**src/rtl/kpc_pkg.sv**
```systemverilog
`default_nettype none
package kpc_pkg;

  localparam int TICK_W     = 10;
  localparam int CONF_W     = 8;
  localparam int EV_W       = 2;
  localparam int CFG_IDX_W  = 2;
  localparam int CFG_DATA_W = 10;

  localparam logic [TICK_W-1:0] TICK_MAX = 10'd1023;
  localparam logic [CONF_W-1:0] CONF_MAX = 8'd255;

  // press_event codes
  localparam logic [EV_W-1:0] EV_NONE   = 2'd0;
  localparam logic [EV_W-1:0] EV_SINGLE = 2'd1;
  localparam logic [EV_W-1:0] EV_DOUBLE = 2'd2;
  localparam logic [EV_W-1:0] EV_LONG   = 2'd3;

  typedef struct packed {
    logic [CONF_W-1:0] debounce_ticks;
    logic [TICK_W-1:0] long_press_ticks;
    logic [TICK_W-1:0] double_window_ticks;
    logic [CONF_W-1:0] confirm_ticks;
  } cfg_t;

endpackage
`default_nettype wire

```
**src/rtl/kpc_cfg_regs.sv**
```systemverilog
`default_nettype none
module kpc_cfg_regs (
  input  wire logic                           clk,
  input  wire logic                           rst_n,
  input  wire logic                           cfg_valid,
  input  wire logic [kpc_pkg::CFG_IDX_W-1:0]  cfg_index,
  input  wire logic [kpc_pkg::CFG_DATA_W-1:0] cfg_data,
  output kpc_pkg::cfg_t                       cfg
);
  import kpc_pkg::*;

  localparam logic [CFG_IDX_W-1:0] REG_DEBOUNCE = 2'd0;
  localparam logic [CFG_IDX_W-1:0] REG_LONG     = 2'd1;
  localparam logic [CFG_IDX_W-1:0] REG_WINDOW   = 2'd2;
  localparam logic [CFG_IDX_W-1:0] REG_CONFIRM  = 2'd3;

  cfg_t cfg_r;

  always_ff @(posedge clk) begin
    if (!rst_n) begin
      cfg_r.debounce_ticks      <= 8'd2;
      cfg_r.long_press_ticks    <= 10'd500;
      cfg_r.double_window_ticks <= 10'd100;
      cfg_r.confirm_ticks       <= 8'd1;
    end else if (cfg_valid) begin
      unique case (cfg_index)
        REG_DEBOUNCE: cfg_r.debounce_ticks      <= cfg_data[CONF_W-1:0];
        REG_LONG:     cfg_r.long_press_ticks    <= cfg_data[TICK_W-1:0];
        REG_WINDOW:   cfg_r.double_window_ticks <= cfg_data[TICK_W-1:0];
        REG_CONFIRM:  cfg_r.confirm_ticks       <= cfg_data[CONF_W-1:0];
        default: ;
      endcase
    end
  end

  assign cfg = cfg_r;

endmodule
`default_nettype wire

```
**src/rtl/kpc_classify.sv**
```systemverilog
`default_nettype none
module kpc_classify (
  input  wire logic                      clk,
  input  wire logic                      rst_n,
  input  wire logic                      advance,
  input  wire logic                      key_down,
  input  kpc_pkg::cfg_t                  cfg,
  output logic [kpc_pkg::EV_W-1:0]       ev
);
  import kpc_pkg::*;

  localparam logic [2:0] PH_IDLE     = 3'd0;
  localparam logic [2:0] PH_DEBOUNCE = 3'd1;
  localparam logic [2:0] PH_HOLD     = 3'd2;
  localparam logic [2:0] PH_WINDOW   = 3'd3;
  localparam logic [2:0] PH_CONFIRM  = 3'd4;
  localparam logic [2:0] PH_WAITREL  = 3'd5;

  logic [2:0]        phase_r, phase_nxt;
  logic [TICK_W-1:0] tick_r, tick_nxt;
  logic [CONF_W-1:0] conf_r, conf_nxt;

  always_comb begin
    logic [TICK_W-1:0] tick_inc;
    logic [CONF_W-1:0] conf_inc;
    tick_inc  = (tick_r == TICK_MAX) ? TICK_MAX : tick_r + 10'd1;
    conf_inc  = (conf_r == CONF_MAX) ? CONF_MAX : conf_r + 8'd1;
    phase_nxt = phase_r;
    tick_nxt  = tick_r;
    conf_nxt  = conf_r;
    ev        = EV_NONE;
    unique case (phase_r)
      PH_DEBOUNCE: begin
        tick_nxt = tick_inc;
        if (tick_inc >= {2'b00, cfg.debounce_ticks}) begin
          tick_nxt  = '0;
          phase_nxt = key_down ? PH_HOLD : PH_IDLE;
        end
      end
      PH_HOLD: begin
        if (key_down) begin
          tick_nxt = tick_inc;
          if (tick_inc >= cfg.long_press_ticks) begin
            ev        = EV_LONG;
            tick_nxt  = '0;
            phase_nxt = PH_IDLE;
          end
        end else begin
          tick_nxt  = '0;
          phase_nxt = PH_WINDOW;
        end
      end
      PH_WINDOW: begin
        tick_nxt = tick_inc;
        if (key_down) begin
          conf_nxt  = '0;
          phase_nxt = PH_CONFIRM;
        end else if (tick_inc >= cfg.double_window_ticks) begin
          ev        = EV_SINGLE;
          tick_nxt  = '0;
          phase_nxt = PH_IDLE;
        end
      end
      PH_CONFIRM: begin
        // window count keeps running while the second press is confirmed
        tick_nxt = tick_inc;
        conf_nxt = conf_inc;
        if (conf_inc >= cfg.confirm_ticks) begin
          conf_nxt = '0;
          if (key_down) begin
            phase_nxt = PH_WAITREL;
          end else if (tick_inc >= cfg.double_window_ticks) begin
            ev        = EV_SINGLE;
            tick_nxt  = '0;
            phase_nxt = PH_IDLE;
          end else begin
            phase_nxt = PH_WINDOW;
          end
        end
      end
      PH_WAITREL: begin
        if (!key_down) begin
          ev        = EV_DOUBLE;
          tick_nxt  = '0;
          phase_nxt = PH_IDLE;
        end
      end
      default: begin
        // idle and the unused codes
        tick_nxt  = '0;
        conf_nxt  = '0;
        phase_nxt = key_down ? PH_DEBOUNCE : PH_IDLE;
      end
    endcase
  end

  always_ff @(posedge clk) begin
    if (!rst_n) begin
      phase_r <= PH_IDLE;
      tick_r  <= '0;
      conf_r  <= '0;
    end else if (advance) begin
      phase_r <= phase_nxt;
      tick_r  <= tick_nxt;
      conf_r  <= conf_nxt;
    end
  end

endmodule
`default_nettype wire

```
**src/rtl/kpc_out_buf.sv**
```systemverilog
`default_nettype none
module kpc_out_buf (
  input  wire logic                      clk,
  input  wire logic                      rst_n,
  input  wire logic                      push,
  input  wire logic [kpc_pkg::EV_W-1:0]  push_ev,
  output logic                           can_push,
  output logic                           out_valid,
  input  wire logic                      out_ready,
  output logic [kpc_pkg::EV_W-1:0]       out_ev,
  output logic                           skid_valid
);
  import kpc_pkg::*;

  logic            out_valid_r;
  logic [EV_W-1:0] out_ev_r;
  logic            skid_valid_r;
  logic [EV_W-1:0] skid_ev_r;
  logic            pop;

  assign pop = out_valid_r && out_ready;

  always_ff @(posedge clk) begin
    if (!rst_n) begin
      out_valid_r  <= 1'b0;
      skid_valid_r <= 1'b0;
    end else if (skid_valid_r) begin
      if (pop) begin
        out_ev_r     <= skid_ev_r;
        skid_valid_r <= 1'b0;
      end
    end else if (!out_valid_r || pop) begin
      out_valid_r <= push;
      if (push) begin
        out_ev_r <= push_ev;
      end
    end else if (push) begin
      // result register still held: park the word in the skid stage
      skid_ev_r    <= push_ev;
      skid_valid_r <= 1'b1;
    end
  end

  assign can_push   = !skid_valid_r;
  assign out_valid  = out_valid_r;
  assign out_ev     = out_ev_r;
  assign skid_valid = skid_valid_r;

endmodule
`default_nettype wire

```
**src/rtl/key_press_classifier.sv**
```systemverilog
`default_nettype none
// key_press_classifier: single, double and long press detection on a button line
// throughput: one word per cycle, sustained while out_ready stays high
// a result word is registered in the result register, or in the skid stage while that is held
// a two-entry output stage (result register plus skid) keeps in_ready up while one result waits
// reset (rst_n low, synchronous): classifier idle, counters zero, output empty,
// registers back to debounce 2, long press 500, window 100, confirm 1
module key_press_classifier (
  input  wire logic                           clk,
  input  wire logic                           rst_n,
  input  wire logic                           in_valid,
  output logic                                in_ready,
  input  wire logic                           in_key_down,
  output logic                                out_valid,
  input  wire logic                           out_ready,
  output logic [kpc_pkg::EV_W-1:0]            out_press_event,
  input  wire logic                           cfg_valid,
  output logic                                cfg_ready,
  input  wire logic [kpc_pkg::CFG_IDX_W-1:0]  cfg_index,
  input  wire logic [kpc_pkg::CFG_DATA_W-1:0] cfg_data
);
  import kpc_pkg::*;

  cfg_t            cfg;
  logic            push;
  logic            can_push;
  logic            skid_valid;
  logic [EV_W-1:0] ev;

  assign cfg_ready = 1'b1;
  assign in_ready  = can_push;
  assign push      = in_valid && can_push;

  kpc_cfg_regs u_cfg (
    .clk       (clk),
    .rst_n     (rst_n),
    .cfg_valid (cfg_valid),
    .cfg_index (cfg_index),
    .cfg_data  (cfg_data),
    .cfg       (cfg)
  );

  kpc_classify u_classify (
    .clk      (clk),
    .rst_n    (rst_n),
    .advance  (push),
    .key_down (in_key_down),
    .cfg      (cfg),
    .ev       (ev)
  );

  kpc_out_buf u_out (
    .clk        (clk),
    .rst_n      (rst_n),
    .push       (push),
    .push_ev    (ev),
    .can_push   (can_push),
    .out_valid  (out_valid),
    .out_ready  (out_ready),
    .out_ev     (out_press_event),
    .skid_valid (skid_valid)
  );

  a_skid_behind_out: assert property (@(posedge clk) disable iff (!rst_n)
    skid_valid |-> out_valid)
    else $error("skid stage holds a word while the result register is empty");

  a_push_lands: assert property (@(posedge clk) disable iff (!rst_n)
    push && !out_valid |=> out_valid && out_press_event == $past(ev))
    else $error("accepted word did not reach the result register");

  a_double_on_release: assert property (@(posedge clk) disable iff (!rst_n)
    push && ev == EV_DOUBLE |-> !in_key_down)
    else $error("double press reported while key is down");

  a_long_while_held: assert property (@(posedge clk) disable iff (!rst_n)
    push && ev == EV_LONG |-> in_key_down)
    else $error("long press reported while key is up");

endmodule
`default_nettype wire
```
**config.mk**
```make
export PLATFORM = sky130hd
export DESIGN_NAME = key_press_classifier
export DESIGN_NICKNAME = d
export VERILOG_FILES = /design/src/rtl/kpc_pkg.sv /design/src/rtl/kpc_cfg_regs.sv /design/src/rtl/kpc_classify.sv /design/src/rtl/kpc_out_buf.sv /design/src/rtl/key_press_classifier.sv
export SDC_FILE = /design/constraint.sdc
export NUM_CORES = 1
export LEC_CHECK = 0
export ABC_CLOCK_PERIOD_IN_PS = 4600
export BUFFER_PORTS_ARGS = -buffer_cell sky130_fd_sc_hd__buf_2
export CAP_MARGIN = 20
export CORE_MARGIN = 2
export CORE_UTILIZATION = 40
export CTS_CLUSTER_SIZE = 28
export DETAILED_ROUTE_END_ITERATION = 10
export PLACE_DENSITY_LB_ADDON = 0.2
export SETUP_SLACK_MARGIN = 0.3
export SLEW_MARGIN = 20
export SYNTH_ARGS = -nofsm -noshare
export SYNTH_HDL_FRONTEND = slang
export SYNTH_HIERARCHICAL = 1
export SYNTH_SLANG_ARGS = --single-unit
```
**constraint.sdc**
```tcl
create_clock -name clk -period 4.6 [get_ports clk]
set_input_delay 0.92 -clock clk [delete_from_list [all_inputs] [get_ports clk]]
set_output_delay 0.92 -clock clk [all_outputs]
set_load 0.03 [all_outputs]
```
==> impl_metrics.env <==
export IMPL_run_status="finished clean"
export IMPL_grt_start_max_net_pins=64
export IMPL_leakage_nw=2.03
export IMPL_r2r_worst_path_cells=13
export IMPL_synth_mux_area_fraction_pct=9.36
export IMPL_critical_path_max_stage_delay_ps=410
export IMPL_power_density_mw_per_mm2=281
export IMPL_critical_path_max_fanout=11
export IMPL_yosys_cell_types_count=65
export IMPL_ys_seq_elements=63
export IMPL_ctsRootBufferMaster="clkbuf_8"
export IMPL_cts_tree="built"
export IMPL_die_h_um=104
export IMPL_path_clk_slew_ps=80
export IMPL_synth_compound_area_share_pct=16.4
export IMPL_syn_avg_cell_area_sq_um=8.68
export IMPL_drt_first_iter_violations=104
export IMPL_slew_violations=0
export IMPL_timing_critical_path_from_type="flip-flop"
export IMPL_drive_gt1_share_pct=11.6
export IMPL_area_share_of_xor_xnor_cells_in_the_synthesized_design_pct=1.54
export IMPL_worst_endpoint_arrival_ps=4000
export IMPL_syn_inst=459
export IMPL_detailedRoute_firstPassIterationCount=5
export IMPL_seq_power_share_pct=47.6
export IMPL_synth_fp_nets=515
export IMPL_first_global_vias=3016
export IMPL_internal_power_uw=896
export IMPL_reg2reg_from="u_classify/conf_r[0]$_SDFFE_PN0P_"
export IMPL_die_area_sq_mm=0.0108
export IMPL_gp_congestion=0.809
export IMPL_max_clock_path_buffers=2
export IMPL_fin_hold_ws_ps=462
export IMPL_placement_io_buffers=21
export IMPL_cts_resized=0
export IMPL_synth_area_leader_cell="dfxtp_1"
export IMPL_worst_r2r_setup_slack_ps=860
export IMPL_flow_area_growth_from_synthesis_pct=9.05
export IMPL_post_cts_setup_buffer_count=0
export IMPL_detail_route_antenna_nets=0
export IMPL_antenna_cells=0
export IMPL_adder_cell_share_of_the_synthesized_area_pct=11.9
export IMPL_clock_insertion_delay_worst_skew_ps=350
export IMPL_tritoncts_num_sinks=63
export IMPL_number_of_flops_mapped_to_enable_cells_by_yosys=4
export IMPL_synth_area_leaders="dfxtp_1 (30%), ha_1 (12%), mux2i_1 (8.8%)"
export IMPL_ir_drop_uv=182
export IMPL_post_synth_instance_area_sq_mm=0.00398
export IMPL_route_detailed_drc=0
export IMPL_wire_length_of_the_first_global_routing_pass_mm=14.9
export IMPL_ff_to_ff_end="u_classify/phase_r[1]$_SDFFE_PN0P_"
export IMPL_clockPowerShare_pct=41.8
export IMPL_routed_wire_length_per_instance_um=14.8
export IMPL_max_slew_margin_pct=45.0
export IMPL_finalSetupViolCount=0
export IMPL_synth_top_family_by_area="simple AND/OR/NAND/NOR gates"
export IMPL_cap_viol_max_count=0
export IMPL_fmax_ghz=0.267
export IMPL_worstPathRequired_ps=4860
export IMPL_hpwlAfterDp_mm=6.64
export IMPL_synth_simple_gate_area_share_pct=20.7
export IMPL_cp_slowest_cell="a211o_1"
export IMPL_final_nets=526
export IMPL_die_width_um=104
export IMPL_post_route_min_period_ps=3740
export IMPL_number_of_antenna_violations_at_the_first_check_in_global_routing=0
export IMPL_period_share_pct=81.3
export IMPL_design_core_area_sq_mm=0.00973
export IMPL_synth_yosys_warnings=6
export IMPL_power_switching_uw=327
export IMPL_worst_slew_pin_slew_ps=825
export IMPL_drt_vias_per_instance=5.30
export IMPL_dr_total_vias=3222
export IMPL_share_comb_of_total_power_pct=10.6
export IMPL_yosys_cell_count_top_type="nand2_1"
export IMPL_grt_usage_pct=17.2
export IMPL_hold_class="flip-flop to flip-flop"
export IMPL_maximum_clock_skew_at_final_layout_ps=11.7
export IMPL_starting_density_of_the_core_pct=40.9
export IMPL_hold_buffers=0
export IMPL_number_of_levels_in_the_clock_h_tree=3
export IMPL_grt_setup_unrepaired="no"
export IMPL_num_io_pins=23
export IMPL_globalRoute_totalOverflow=0
export IMPL_hold_depth=2
export IMPL_synthFlopType="dfxtp_1"
export IMPL_totalWireLength_mm=9.01
export IMPL_final_fill_count=988
export IMPL_synthDominantCellAreaShare_pct=29.7
export IMPL_worst_setup_end_kind="flip-flop"
export IMPL_yosysSeqAreaShare_pct=32.7
export IMPL_finalHoldViolations=0
export IMPL_floorplan_rows=36
export IMPL_asyncSetResetFlopFracSynth_pct=0
export IMPL_totalNegativeSetupSlack_ps=0
export IMPL_netSwitchingFraction_pct=26.7
export IMPL_crit_path_cell_trace="ha_1, and3_1, and3_1, nand3_1, and2_1, ha_1, nand2b_1, a211oi_1, o31ai_1, a211o_1, o311ai_1, or3_1, o221ai_1"
export IMPL_worst_hold_path_endpoint="u_cfg/cfg[19]$_SDFFE_PN0P_"
export IMPL_hp_start="u_cfg/cfg[19]$_SDFFE_PN0P_"
export IMPL_tritoncts_num_buffers=9
export IMPL_yosys_top_cells_count="nand2_1 (65), dfxtp_1 (59), inv_1 (44)"
export IMPL_criticalPathCategory="flip-flop to flip-flop"
power groups by stage:
stage | clock (mW) | sequential [mW] | combinational [mW]
2_1_floorplan | 0 | 0.593 | 0.0954
3_3_place_gp | 0 | 0.594 | 0.127
3_5_place_dp | 0 | 0.595 | 0.128
4_1_cts | 0.517 | 0.582 | 0.129
5_1_grt | 0.541 | 0.585 | 0.144
6_report | 0.511 | 0.582 | 0.129
flip-flops by register name, summed over array words and instances (netlist names):
register / flops
u_cfg/cfg: 36
u_classify/tick_r: 10
u_classify/conf_r: 8
u_classify/phase_r: 3
u_out/out_ev: 2
u_out/skid_ev_r: 2
u_out/out_valid: 1
u_out/skid_valid: 1
placed cells by master, fill, tap and decap left out, types with 12 or more instances in the layout:
cell type,instances
nand2_1,65
dfxtp_1,59
inv_1,44
ha_1,38
mux2i_1,35
buf_2,21
a21oi_1,16
nand3_1,15
nor2_1,15
nor2b_1,12
stage by stage:
stage	setup slack [ps]	power (mW)	std cells	utilization [%]	cell area, sq um
after detailed placement	907	0.723	592	42.5	4140
final	859	1.22	608	44.6	4340
after global placement	1080	0.720	592	42.5	4140
after floorplan	1440	0.688	459	-	3980
after global routing	617	1.27	608	44.6	4340
after CTS	894	1.23	608	44.6	4340
logic make-up (layout without fill, tap and decap cells):
kind of cell             count (synthesis)  count (layout)
AO/OA/AOI/OAI                           89              89
XOR/XNOR                                 7               7
adder cells (fa/ha/maj)                 38              38
buffers and inverters                   66              82
flip-flops                              63              63
multiplexers                            37              37
other                                    1               1
AND/OR/NAND/NOR                        158             158
worst max path at each step:
| stage | from | endpoint | slack, ps | depth (start not counted) |
|---|---|---|---|---|
| global placement | u_classify/conf_r[0]$_SDFFE_PN0P_ | u_classify/phase_r[1]$_SDFFE_PN0P_ | 1080 | 13 |
| floorplan | u_classify/conf_r[0]$_SDFFE_PN0P_ | u_classify/conf_r[1]$_SDFFE_PN0P_ | 1440 | 15 |
| CTS | u_classify/conf_r[0]$_SDFFE_PN0P_ | u_classify/phase_r[1]$_SDFFE_PN0P_ | 890 | 13 |
| detailed placement | u_classify/conf_r[0]$_SDFFE_PN0P_ | u_classify/phase_r[0]$_SDFFE_PN0P_ | 910 | 13 |
| finish | u_classify/conf_r[0]$_SDFFE_PN0P_ | u_classify/phase_r[1]$_SDFFE_PN0P_ | 860 | 13 |
| global route | u_classify/conf_r[0]$_SDFFE_PN0P_ | u_classify/phase_r[2]$_SDFFE_PN0P_ | 620 | 13 |
layout make-up:
class                   count  area [sq um]  area share, %
multi-input cells         330          2390           55.1
flip-flops and latches     63          1300           30.0
well taps                 133           166           3.83
inverters                  44           165           3.80
clock buffers              11           151           3.49
repair buffers             22           113           2.59
clock inverters             5          55.1           1.27
critical path, delay by kind of cell (launching register included):
kind | cells | cell delay, ps
compound gates | 5 | 1210
fa+ha+maj | 2 | 500
simple gates | 6 | 1560
flops | 1 | 390
routing by layer:
metal / part of all wire, % / routed length (um) / GRT usage, %
met5: 0 / 0 / 0
met4: 1.3 / 116 / 5.50
met3: 2.6 / 230 / 3.02
met2: 44 / 3940 / 26.7
met1: 52 / 4720 / 24.3
No activity file was read; power rests on OpenSTA's default activity.
